--- src/design/ubsp_pkg.sv ---
// Shared constants, control word type and microprogram builder for the B-spline evaluator.
package ubsp_pkg;

    localparam int COORD_W        = 16;
    localparam int CFG_W          = 3;
    localparam int DEGREE_DEFAULT = 2;
    localparam int MAX_DEGREE     = 3;
    localparam int MAX_LOG2       = 5;
    localparam int SLOG2_RESET    = 3;
    localparam int FRAC_W         = 16;
    localparam int WEIGHT_W       = FRAC_W + 1;
    // Sample index runs 0 .. 2^MAX_LOG2 inclusive.
    localparam int SPAN_W         = MAX_LOG2 + 1;
    // Weight numerator on a 2^MAX_LOG2 grid, up to MAX_DEGREE * 2^MAX_LOG2.
    localparam int NUM_W          = MAX_LOG2 + 2;
    localparam int NUMSH_W        = NUM_W + FRAC_W - MAX_LOG2;
    // ceil(2^20 / 3): exact floor(z / 3) for z below 2^18.
    localparam int RECIP3_SH      = 20;
    localparam int RECIP3_W       = 19;
    localparam int RECIP3         = 349526;

    localparam logic [2:0] OP_LOAD = 3'd0;
    localparam logic [2:0] OP_WGT  = 3'd1;
    localparam logic [2:0] OP_MUL  = 3'd2;
    localparam logic [2:0] OP_WB   = 3'd3;
    localparam logic [2:0] OP_ROT  = 3'd4;
    localparam logic [2:0] OP_EMIT = 3'd5;

    typedef struct packed {
        logic [2:0] op;
        logic [1:0] coef;   // integer part of the weight numerator, in spans
        logic [1:0] den;    // lerp level divisor, 1 .. 3
    } ucode_t;

    // Control word at a given step of the program for one curve sample.
    // Every level runs a lerp at each of the degree queue positions (the
    // extra ones produce values that are never used), then rotates once so
    // that the level's results line up at the queue head.
    function automatic ucode_t ucode_word(input int step, input int degree);
        ucode_t w;
        int     n;
        w.op   = OP_EMIT;
        w.coef = 2'd0;
        w.den  = 2'd1;
        if (step == 0) begin
            w.op = OP_LOAD;
        end
        n = 1;
        for (int r = 1; r <= MAX_DEGREE; r++) begin
            if (r <= degree) begin
                for (int i = 1; i <= MAX_DEGREE; i++) begin
                    if (i <= degree) begin
                        if (step == n) begin
                            w.op   = OP_WGT;
                            w.coef = (i <= degree - r + 1) ? 2'(degree - r - i + 1) : 2'd0;
                            w.den  = 2'(degree - r + 1);
                        end
                        if (step == n + 1) begin
                            w.op = OP_MUL;
                        end
                        if (step == n + 2) begin
                            w.op = OP_WB;
                        end
                        n = n + 3;
                    end
                end
                if (step == n) begin
                    w.op = OP_ROT;
                end
                n = n + 1;
            end
        end
        return w;
    endfunction

endpackage

--- src/design/uniform_bspline_de_boor.sv ---
// Uniform B-spline curve evaluator (de Boor) with a microcoded lerp datapath.
// Each sample is worked through the microprogram on the one shared lerp unit, and an emit waits
// while the output register holds a sample not yet taken; a new request is taken only once the
// previous run is through. A span request takes 2^L samples (one more if last).
// A request that does not fill the window completes with no result.
// Reset (aresetn, synchronous, active low) clears the window count and returns samples_log2 to 3.
module uniform_bspline_de_boor #(
    parameter int DEGREE = ubsp_pkg::DEGREE_DEFAULT
) (
    input  logic                                 aclk,
    input  logic                                 aresetn,
    // Configuration write channel: samples_log2.
    input  logic                                 cfg_valid,
    output logic                                 cfg_ready,
    input  logic [ubsp_pkg::CFG_W-1:0]           cfg_samples_log2,
    // Control point requests.
    input  logic                                 s_valid,
    output logic                                 s_ready,
    input  logic signed [ubsp_pkg::COORD_W-1:0]  s_point_x,
    input  logic signed [ubsp_pkg::COORD_W-1:0]  s_point_y,
    input  logic                                 s_last_point,
    // Curve samples.
    output logic                                 m_valid,
    input  logic                                 m_ready,
    output logic signed [ubsp_pkg::COORD_W-1:0]  m_curve_x,
    output logic signed [ubsp_pkg::COORD_W-1:0]  m_curve_y,
    output logic                                 m_last_of_run
);
    import ubsp_pkg::*;

    // One sample: load, DEGREE levels of (DEGREE lerps of three steps, one rotate), emit.
    localparam int PROG_LEN  = 2 + DEGREE * (3 * DEGREE + 1);
    localparam int STEP_W    = $clog2(PROG_LEN);
    localparam int ROM_DEPTH = 2 ** STEP_W;
    localparam int PS_W      = $clog2(DEGREE + 1);
    localparam int PROD_W    = 2 * WEIGHT_W + 1;
    localparam int ACC_W     = PROD_W + 1;

    // ------------------------------------------------------------------
    // Microprogram ROM, built at elaboration from the degree.
    // ------------------------------------------------------------------
    ucode_t ucode_rom [ROM_DEPTH];

    for (genvar g = 0; g < ROM_DEPTH; g++) begin : g_rom
        assign ucode_rom[g] = ucode_word(g, DEGREE);
    end

    // ------------------------------------------------------------------
    // State.
    // ------------------------------------------------------------------
    logic [CFG_W-1:0]          slog2_reg;
    logic [PS_W-1:0]           points_seen_reg, points_seen_next;
    logic                      busy_reg, busy_next;
    logic [STEP_W-1:0]         step_reg, step_next;
    logic [SPAN_W-1:0]         s_reg, s_next;
    logic [2:0]                lg_reg;
    logic                      last_reg;

    // Window of control points, oldest at index 0.
    logic signed [COORD_W-1:0] win_x_reg [DEGREE+1];
    logic signed [COORD_W-1:0] win_y_reg [DEGREE+1];
    // Working queue of the lerp triangle; the unit always reads the head pair.
    logic signed [COORD_W-1:0] p_x_reg [DEGREE+1];
    logic signed [COORD_W-1:0] p_y_reg [DEGREE+1];

    logic [WEIGHT_W-1:0]       w_reg;
    logic signed [PROD_W-1:0]  prod_x_reg, prod_y_reg;
    logic signed [COORD_W-1:0] a_x_reg, a_y_reg;

    logic                      m_valid_reg;
    logic signed [COORD_W-1:0] m_curve_x_reg, m_curve_y_reg;
    logic                      m_last_reg;

    // ------------------------------------------------------------------
    // Handshakes. A new control point is taken only between runs; the
    // output register lets the last sample of a run wait while the next
    // request is already being taken.
    // ------------------------------------------------------------------
    ucode_t                    ucode;
    logic                      accept;
    logic                      out_free;
    logic                      win_full;
    logic [SPAN_W-1:0]         count;
    logic [SPAN_W-1:0]         last_s;
    logic                      emit;
    logic [2:0]                lg_start;

    assign ucode     = ucode_rom[step_reg];
    assign cfg_ready = 1'b1;
    assign s_ready   = !busy_reg;
    assign accept    = s_valid && s_ready;
    assign out_free  = !m_valid_reg || m_ready;
    assign win_full  = (points_seen_reg == PS_W'(DEGREE));
    assign count     = SPAN_W'(1) << lg_reg;
    // A last point adds the span end sample at u = 1.
    assign last_s    = last_reg ? count : count - SPAN_W'(1);
    assign lg_start  = (slog2_reg > 3'(MAX_LOG2)) ? 3'(MAX_LOG2) : slog2_reg;

    // ------------------------------------------------------------------
    // Sequencer: the step counter advances every cycle except on an emit
    // that waits for the output register. The emit step is the only
    // conditional jump: back to the load step for the next sample, or out.
    // ------------------------------------------------------------------
    always_comb begin
        busy_next        = busy_reg;
        step_next        = step_reg;
        s_next           = s_reg;
        points_seen_next = points_seen_reg;
        emit             = 1'b0;
        if (busy_reg) begin
            case (ucode.op)
                OP_EMIT: begin
                    if (out_free) begin
                        emit = 1'b1;
                        if (s_reg == last_s) begin
                            busy_next = 1'b0;
                        end else begin
                            s_next    = s_reg + SPAN_W'(1);
                            step_next = '0;
                        end
                    end
                end
                default: begin
                    step_next = step_reg + STEP_W'(1);
                end
            endcase
        end
        if (accept) begin
            if (win_full) begin
                busy_next = 1'b1;
                step_next = '0;
                s_next    = '0;
            end else begin
                points_seen_next = points_seen_reg + PS_W'(1);
            end
            // A last point ends the curve, whether or not it produced samples.
            if (s_last_point) begin
                points_seen_next = '0;
            end
        end
    end

    always_ff @(posedge aclk) begin
        if (!aresetn) begin
            slog2_reg       <= CFG_W'(SLOG2_RESET);
            points_seen_reg <= '0;
            busy_reg        <= 1'b0;
            step_reg        <= '0;
            s_reg           <= '0;
        end else begin
            if (cfg_valid && cfg_ready) begin
                slog2_reg <= cfg_samples_log2;
            end
            points_seen_reg <= points_seen_next;
            busy_reg        <= busy_next;
            step_reg        <= step_next;
            s_reg           <= s_next;
        end
    end

    // Run parameters and the control point window.
    always_ff @(posedge aclk) begin
        if (accept) begin
            for (int j = 0; j < DEGREE; j++) begin
                win_x_reg[j] <= win_x_reg[j+1];
                win_y_reg[j] <= win_y_reg[j+1];
            end
            win_x_reg[DEGREE] <= s_point_x;
            win_y_reg[DEGREE] <= s_point_y;
            lg_reg            <= lg_start;
            last_reg          <= s_last_point;
        end
    end

    // ------------------------------------------------------------------
    // Weight unit. The weight (u + coef) / den on Q1.16 with the span
    // position u = s / 2^L is worked on a fixed 2^5 grid, which makes it
    // independent of L: n = s * 2^(5-L) + coef * 32, and then
    // den 1: n * 2^11, den 2: n * 2^10, den 3: floor((n * 2^11 + 1) / 3),
    // which equals the round-half-up quotient. Division by three is a
    // reciprocal multiply.
    // ------------------------------------------------------------------
    logic [SPAN_W-1:0]             s_grid;
    logic [NUM_W-1:0]              num;
    logic [NUMSH_W-1:0]            num_sh;
    logic [NUMSH_W+RECIP3_W-1:0]   recip_prod;
    logic [WEIGHT_W-1:0]           w_calc;

    assign s_grid     = s_reg << (3'(MAX_LOG2) - lg_reg);
    assign num        = NUM_W'(s_grid) + {ucode.coef, MAX_LOG2'(0)};
    assign num_sh     = NUMSH_W'(num) << (FRAC_W - MAX_LOG2);
    assign recip_prod = (NUMSH_W+RECIP3_W)'(num_sh + NUMSH_W'(1))
                      * (NUMSH_W+RECIP3_W)'(RECIP3);

    always_comb begin
        case (ucode.den)
            2'd1:    w_calc = WEIGHT_W'(num_sh);
            2'd2:    w_calc = WEIGHT_W'(num_sh >> 1);
            default: w_calc = recip_prod[RECIP3_SH +: WEIGHT_W];
        endcase
    end

    // ------------------------------------------------------------------
    // Lerp unit on the queue head: a + w * (b - a), x and y side by side.
    // ------------------------------------------------------------------
    logic signed [COORD_W:0]   diff_x, diff_y;
    logic signed [PROD_W-1:0]  mul_x, mul_y;
    logic signed [COORD_W-1:0] res_x, res_y;

    assign diff_x = {p_x_reg[1][COORD_W-1], p_x_reg[1]} - {p_x_reg[0][COORD_W-1], p_x_reg[0]};
    assign diff_y = {p_y_reg[1][COORD_W-1], p_y_reg[1]} - {p_y_reg[0][COORD_W-1], p_y_reg[0]};
    assign mul_x  = PROD_W'($signed({1'b0, w_reg})) * PROD_W'(diff_x);
    assign mul_y  = PROD_W'($signed({1'b0, w_reg})) * PROD_W'(diff_y);

    // Round half up to Q12.4 (floor after adding one half) and saturate.
    function automatic logic signed [COORD_W-1:0] lerp_out(
        input logic signed [COORD_W-1:0] a,
        input logic signed [PROD_W-1:0]  prod
    );
        logic signed [ACC_W-1:0]          acc;
        logic signed [ACC_W-FRAC_W-1:0]   q;
        acc = $signed({a, FRAC_W'(0)}) + ACC_W'(prod) + ACC_W'(1 << (FRAC_W - 1));
        q   = acc[ACC_W-1:FRAC_W];
        if (q > (ACC_W-FRAC_W)'(2 ** (COORD_W - 1) - 1)) begin
            return {1'b0, {(COORD_W-1){1'b1}}};
        end else if (q < -(ACC_W-FRAC_W)'(2 ** (COORD_W - 1))) begin
            return {1'b1, {(COORD_W-1){1'b0}}};
        end
        return q[COORD_W-1:0];
    endfunction

    assign res_x = lerp_out(a_x_reg, prod_x_reg);
    assign res_y = lerp_out(a_y_reg, prod_y_reg);

    // Datapath driven by the control word.
    always_ff @(posedge aclk) begin
        if (busy_reg) begin
            case (ucode.op)
                OP_LOAD: begin
                    for (int j = 0; j <= DEGREE; j++) begin
                        p_x_reg[j] <= win_x_reg[j];
                        p_y_reg[j] <= win_y_reg[j];
                    end
                end
                OP_WGT: begin
                    w_reg <= w_calc;
                end
                OP_MUL: begin
                    prod_x_reg <= mul_x;
                    prod_y_reg <= mul_y;
                    a_x_reg    <= p_x_reg[0];
                    a_y_reg    <= p_y_reg[0];
                end
                OP_WB: begin
                    // Consume the head and append the new value at the tail.
                    for (int j = 0; j < DEGREE; j++) begin
                        p_x_reg[j] <= p_x_reg[j+1];
                        p_y_reg[j] <= p_y_reg[j+1];
                    end
                    p_x_reg[DEGREE] <= res_x;
                    p_y_reg[DEGREE] <= res_y;
                end
                OP_ROT: begin
                    for (int j = 0; j < DEGREE; j++) begin
                        p_x_reg[j] <= p_x_reg[j+1];
                        p_y_reg[j] <= p_y_reg[j+1];
                    end
                    p_x_reg[DEGREE] <= p_x_reg[0];
                    p_y_reg[DEGREE] <= p_y_reg[0];
                end
                default: begin
                end
            endcase
        end
    end

    // ------------------------------------------------------------------
    // Output register.
    // ------------------------------------------------------------------
    always_ff @(posedge aclk) begin
        if (!aresetn) begin
            m_valid_reg <= 1'b0;
        end else if (emit) begin
            m_valid_reg <= 1'b1;
        end else if (m_ready) begin
            m_valid_reg <= 1'b0;
        end
    end

    always_ff @(posedge aclk) begin
        if (emit) begin
            m_curve_x_reg <= p_x_reg[0];
            m_curve_y_reg <= p_y_reg[0];
            m_last_reg    <= (s_reg == last_s);
        end
    end

    assign m_valid       = m_valid_reg;
    assign m_curve_x     = m_curve_x_reg;
    assign m_curve_y     = m_curve_y_reg;
    assign m_last_of_run = m_last_reg;

    // ------------------------------------------------------------------
    // Assertions.
    // ------------------------------------------------------------------
    a_run_starts: assert property (@(posedge aclk) disable iff (!aresetn)
        (accept && win_full) |=> (busy_reg && step_reg == '0 && s_reg == '0))
        else $error("full window did not start a run");

    a_emit_only: assert property (@(posedge aclk) disable iff (!aresetn)
        $rose(m_valid_reg) |-> $past(busy_reg && ucode.op == OP_EMIT))
        else $error("sample presented outside an emit step");

    a_span_bound: assert property (@(posedge aclk) disable iff (!aresetn)
        busy_reg |-> (s_reg <= count && lg_reg <= 3'(MAX_LOG2)))
        else $error("sample index beyond the span");

    a_hold_stalled: assert property (@(posedge aclk) disable iff (!aresetn)
        (busy_reg && ucode.op == OP_EMIT && !out_free) |=> $stable(step_reg) && busy_reg)
        else $error("sequencer moved while the output was stalled");

endmodule

--- config.mk ---
export PLATFORM = sky130hd
export DESIGN_NAME = uniform_bspline_de_boor
export DESIGN_NICKNAME = d
export VERILOG_FILES = /design/src/design/ubsp_pkg.sv /design/src/design/uniform_bspline_de_boor.sv
export SDC_FILE = /design/constraint.sdc
export NUM_CORES = 2
export LEC_CHECK = 0
export BUFFER_PORTS_ARGS = -buffer_cell sky130_fd_sc_hd__buf_2
export CAP_MARGIN = 20
export CORE_ASPECT_RATIO = 0.6
export CORE_MARGIN = 3
export CORE_UTILIZATION = 55
export DETAILED_ROUTE_END_ITERATION = 8
export PLACE_DENSITY = 0.85
export SYNTH_ARGS = -nofsm -noshare
export SYNTH_HDL_FRONTEND = slang
export SYNTH_SLANG_ARGS = --single-unit
--- constraint.sdc ---
create_clock -name aclk -period 8.3 [get_ports aclk]
set_input_delay 1.245 -clock aclk [delete_from_list [all_inputs] [get_ports aclk]]
set_output_delay 1.245 -clock aclk [all_outputs]
set_load 0.01 [all_outputs]
======== Word-level counts from Yosys, hierarchy flattened ========
Memories as Yosys holds them, arrays and structs flattened.
Cells that the tools add are included.
Widths: inputs -> output; s select.
operators by class
  add/subtract/negate cells ............... 13
  multipliers ............................. 3
  $lt $le $gt $ge ......................... 6
  eq/ne operators ......................... 10
  shifts and indexed selects .............. 2
  mux-type cells .......................... 62
  bitwise operators ....................... 13
  reduce and logical (&&, ||, !) cells .... 9
operators by type and width
  operator                count
  $mux 16                 18
  $add 32x35->36          2
  $add 36x17->36 const B  2
  $mul 18x17->35          2
  $mux 6                  7
  $gt 20x16->1 const B    2
  $lt 20x16->1 const B    2
  $mul 19x18->36 const B  1
  $pmux 17 s2             1
  $sub 16x16->17          2
  $mux 1                  26
  $mux 4                  6
  $add 18x1->19 const B   1
  $mux 7                  2
  $or 1x1->1              12
  $add 6x7->7             1
  $add 6x1->6 const B     1
  $eq 3x2->1 const B      2
  $eq 3x3->1 const B      2
  $eq 6x6->1              1
  $reduce_and 2->1        3
  $shl 1x3->6 const A     1
  $shl 6x3->6             1
  $sub 6x1->6 const B     1
  16 further kinds        19
storage, ports and cells
  flip-flop bits (word level) ............. 173
  RAM bits ................................ 192
  bits in read-only memories .............. 112
  output and inout bits ................... 36
  word-level logic and storage cells ...... 139
  memories kept ........................... 5
memory list
  name              words  bits a word  read ports  clocked after memory_dff  write ports  line                           text
  (name not given)  16     7            1           0                         0            uniform_bspline_de_boor.sv:88  assign ucode = ucode_rom[step_reg];
  p_x_reg           3      16           3           0                         3            uniform_bspline_de_boor.sv:63  logic signed [COORD_W-1:0] p_x_reg [DEGREE+1];
  p_y_reg           3      16           3           0                         3            uniform_bspline_de_boor.sv:64  logic signed [COORD_W-1:0] p_y_reg [DEGREE+1];
  win_x_reg         3      16           3           0                         3            uniform_bspline_de_boor.sv:60  logic signed [COORD_W-1:0] win_x_reg [DEGREE+1];
  win_y_reg         3      16           3           0                         3            uniform_bspline_de_boor.sv:61  logic signed [COORD_W-1:0] win_y_reg [DEGREE+1];

======== Longest topological paths before layout ========
  word-level depth ........................ 10
  mapped depth ............................ 37

======== Least setup slack after synthesis ========
No wires, ideal clock.
  kind .................................... register -> register
  start ................................... memory p_y_reg[0][0]
  end ..................................... register prod_y_reg[27], data pin
  library setup time ...................... 258 ps
  arrival ................................. 7952 ps
  slack ................................... 90 ps
  stages on the path, launching flop included .. 35
  path buffers ............................ 2
  cell sequence ........................... edfxtp_1 > ha_1 > fa_1 > nor2b_1 > o21ai_0 > a21boi_0 > o21ai_0 > a21boi_0 > o21ai_1 > a21boi_0 > o21a_1 > or3_1 > clkbuf_1 > clkbuf_1 > nand3_1 > fa_1 > fa_1 > inv_1 > fa_1 > fa_1 > fa_1 > inv_1 > fa_1 > inv_1 > ha_1 > a211o_1 > a211o_1 > a31oi_1 > a21oi_1 > a211oi_1 > nand2b_1 > a21boi_0 > o21a_1 > nor2_1 > xnor2_1
RTL lines
  element                 line                            text
  start: declaration      uniform_bspline_de_boor.sv:64
  end signal: assignment  uniform_bspline_de_boor.sv:250  prod_y_reg <= mul_y;
  end: declaration        uniform_bspline_de_boor.sv:67   logic signed [PROD_W-1:0] prod_x_reg, prod_y_reg;

==> summary.md <==
| Metric | Value |
|---|---|
| Skew final | 0.03856 ns |
| Antenna Violating Nets Remaining | 0 |
| Initial Utilization | 55.93% |
| RSZ-0062 raised after global routing | yes |
| Critical path type | register to register |
| Worst skew pair latency | 0.62 ns |
| Period utilization | 100.8% |
| Outcome | complete, but fails checks |
| Die Area | around 73,000 µm² |
| Largest stage delay, worst path | 0.56 ns |
| Failing checks | setup timing |
| IO Port Bufs | between 70 and 80 |
| Row count | between 70 and 80 |
| Worst slew pin tran | 1.146 ns |
| Post-DP Area | between 40,000 and 50,000 µm² |
| Hold Crit Class | register to register |
| Crit path max fanout | 4 |
| Synth warnings | 0 |
| Final Max Slew Viols | 0 |
| Area delta synth->final | 11.26% |
| Worst relative slew slack | 23.58% |
| CP max-delay cell | fa_1 |
| Hold EP | win_y_reg[0][5]$_DFFE_PP_ |
| Share of layout cells above drive strength 1 | 14.21% |
| Die Span X | roughly 350 µm |
| CTS root buffer | clkbuf_16 |
| First-pass iteration count of the detailed router | 7 |
| CP Data Arrival Time | slightly below 9 ns |
| Worst r2r src | p_x_reg[0][16]$_DFFE_PP_ |
| Clock Sinks | between 300 and 400 |
| Setup TNS Final | -0.1228 ns |
| Multiplexer share of the synthesized area | 2.560% |
| Post-route minimum period | 8.365 ns |
| DP Worst Slack | -0.5030 ns |
| Number of global-route vias before repair | 29,380 |
| Buf/Inv on CP | 7 |
| WL final | between 90 and 100 mm |
| Max cap viols | 0 |
| Cell mode on critical path | fa_1 |
| Sequential share of the synthesized area | 25.84% |
| Fin area | 42,580 µm² |
| H-tree levels | 1 |
| Mapped cell area | 38,270 µm² |
| Share of flip-flops with an asynchronous set or reset | 0% |
| Initial DRC Count | 3,425 |
| Fmax | roughly 120 MHz |
| Sequential share of power | 42.3% |
| I/O pin total | slightly below 80 |
| WHS Path Cells | 0 |
| Synth Register Bits | 335 |
| FF-to-FF path depth | 35 |
| Power share of the combinational group | 24.4% |
| Final Instance Count excl. Fillers | 4,906 |
| Hold buffers post-CTS | 0 |
| Peak supply drop | around 0.16 mV |
| Reg clk slew, reported paths | 0.08 ns |
| CORE AREA | 68,420 µm² |
| WL/cell | 20.29 µm |
| R2R Setup Slk | -0.07 ns |
| Post-Place Cells | 4,817 |
| Nets | 4,915 |
| Hold Startpoint | win_y_reg[0][21]$_DFFE_PP_ |
| First-pass GRT wire length | around 160 mm |
| PD cells | 107.7 nW/µm² |
| Net count after synthesis | 4,738 |
| Grt total ovfl | 0 |
| Vias per std cell | 5.853 |
| Die H | roughly 210 µm |
| Routed via count | 28,720 |
| Final Hold Viols | 0 |
| Req. time, crit path | 8.68 ns |
| TritonCTS buffer count | 30 |
| Crit path capture type | register |
| EDFF count, synth | roughly 320 |
| Xor and xnor area share after synthesis | 2.377% |
| Clock power share | 33.3% |
| Sw frac | 28.99% |
| Total power | roughly 4.6 mW |
| CTS max path bufs | 3 |
| CP delay by family, top | adder cells |
| Routability cong. | roughly 0.99 |
| Compound-Gate Fraction of Synth Area | 7.840% |
| Leakage | 20.20 nW |
| Initial antenna violation count | 4 |
| Syn Area/Cell | roughly 10 µm² |
| Hpwl dp | between 70 and 80 mm |
| GRT Util Overall | 27.10% |
| Synth Instances | 3,790 |
| # DRC | 0 |
| Worst setup margin | -0.06534 ns |
| Post-synthesis adder-cell area fraction | 38.95% |
| Largest net degree at the start of global routing | 72 |
| Count of final setup violators | 4 |
| Library cells used by synthesis | 87 |
| Simple-gate portion of the synthesized area | 13.55% |
| RR Endpoint | prod_x_reg[34]$_DFFE_PP_ |
| Internal power of the cells | 3.256 mW |
| Sw Pwr | 1.330 mW |
| CTS tree | yes |
| Largest family of logic cells by synthesized area | adder cells |
| Most common flop cell mapped by yosys | edfxtp_1 |
| Worst setup SP type | register |
[per-layer routing]
layer	part of all wire, %	up-vias	global-route usage [%]
met5	0.084	-	0.6378
met4	2.8	4	5.907
met3	13	269	9.282
met2	43	1755	40.48
met1	41	13950	38.46
li1	-	12740	-
[power by group through the flow]
stage | logic (mW) | clock network (mW) | registers [mW]
floorplan | 0.685 | 0 | 1.97
global placement | 0.957 | 0 | 1.98
detailed placement | 0.996 | 0 | 1.98
CTS | 1.03 | 1.53 | 1.94
global route | 1.24 | 1.60 | 1.94
finish | 1.12 | 1.53 | 1.94
[synthesized netlist by cell type, types with 23 or more instances]
cell | count | area, µm²
inv_1 | 728 | 2733
fa_1 | 474 | 9489
ha_1 | 433 | 5418
nand2_1 | 355 | 1333
edfxtp_1 | 318 | 9549
nor2_1 | 144 | 540.5
and2_1 | 140 | 875.8
clkbuf_1 | 139 | 521.8
nor3_1 | 91 | 455.4
a21oi_1 | 88 | 440.4
nand3_1 | 83 | 415.4
nor2b_1 | 72 | 450.4
mux2_2 | 69 | 777.0
o21ai_0 | 65 | 325.3
xnor2_1 | 62 | 543.0
and3_1 | 42 | 262.8
xor2_1 | 40 | 350.3
nand2b_1 | 37 | 231.5
or3_1 | 29 | 181.4
a21o_1 | 27 | 202.7
nor3b_1 | 23 | 172.7
o21a_1 | 23 | 172.7
[cell families (layout without fill, tap and decap cells)]
| kind of cell | Yosys count | count (layout) |
|---|---|---|
| AOI/OAI and AO/OA | 412 | 412 |
| xor gates and xnor gates | 103 | 103 |
| adders and majority gates | 907 | 907 |
| buffers and inverters | 894 | 1095 |
| DFF | 335 | 335 |
| muxes | 88 | 88 |
| other | 1 | 4 |
| and+or+nand+nor | 1050 | 1050 |
[worst reg2reg max path, delay by kind of cell (launching register included)]
kind / cells / cell delay, ns
xor gates and xnor gates: 1 / 0.08
AOI/OAI and AO/OA: 14 / 2.79
adders and majority gates: 9 / 3.82
and+or+nand+nor: 4 / 0.36
buffers and inverters: 7 / 0.74
DFF: 1 / 0.36
[placed cells by master, fill, tap and decap left out, drive strengths merged, types with 40 or more instances in the layout]
master,instances
nand2,355
buf,309
inv,731
and3,42
xor2,40
edfxtp,318
xnor2,63
ha,433
a21oi,100
nor2,144
and2,140
mux2,69
nor2b,72
fa,474
o21ai,78
nor3,92
nand3,83
[metrics by stage]
| stage | hold WS [ns] | utilization (%) |
|---|---|---|
| 2_1_floorplan | 0.4193 | - |
| 3_3_place_gp | 0.4243 | 59.60 |
| 3_5_place_dp | 0.4272 | 59.60 |
| 4_1_cts | 0.4445 | 61.37 |
| 5_1_grt | 0.4516 | 62.22 |
| 6_report | 0.4422 | 62.23 |
[worst max path at each step]
stage | from | to | slack (ns) | cells after the start
detailed placement | p_y_reg[0][0]$_DFFE_PP_ | prod_y_reg[33]$_DFFE_PP_ | -0.50 | 35
global route | p_x_reg[0][1]$_DFFE_PP_ | prod_x_reg[34]$_DFFE_PP_ | -0.43 | 33
floorplan | p_y_reg[0][0]$_DFFE_PP_ | prod_y_reg[27]$_DFFE_PP_ | 0.09 | 34
global placement | p_y_reg[0][0]$_DFFE_PP_ | prod_y_reg[33]$_DFFE_PP_ | -0.03 | 35
CTS | p_y_reg[0][16]$_DFFE_PP_ | prod_y_reg[33]$_DFFE_PP_ | 0.005 | 35
finish | p_x_reg[0][16]$_DFFE_PP_ | prod_x_reg[34]$_DFFE_PP_ | -0.07 | 35
[layout make-up]
cell class	count	area [µm²]
fillers	5002	25840
multi-input cells	2561	25490
flip-flops and latches	335	9889
inverters	730	2743
repair buffers	309	2256
well taps	912	1141
clock buffers	33	762.0
clock inverters	23	290.3
diodes	3	7.507
[timing repair]
action	in CTS	in global routing
cloned	0	1
buffers inserted	8	20
resized for setup	34	99
pin swaps	21	45
endpoints found under the setup margin	21	30
(Power assumes the default switching activity.)
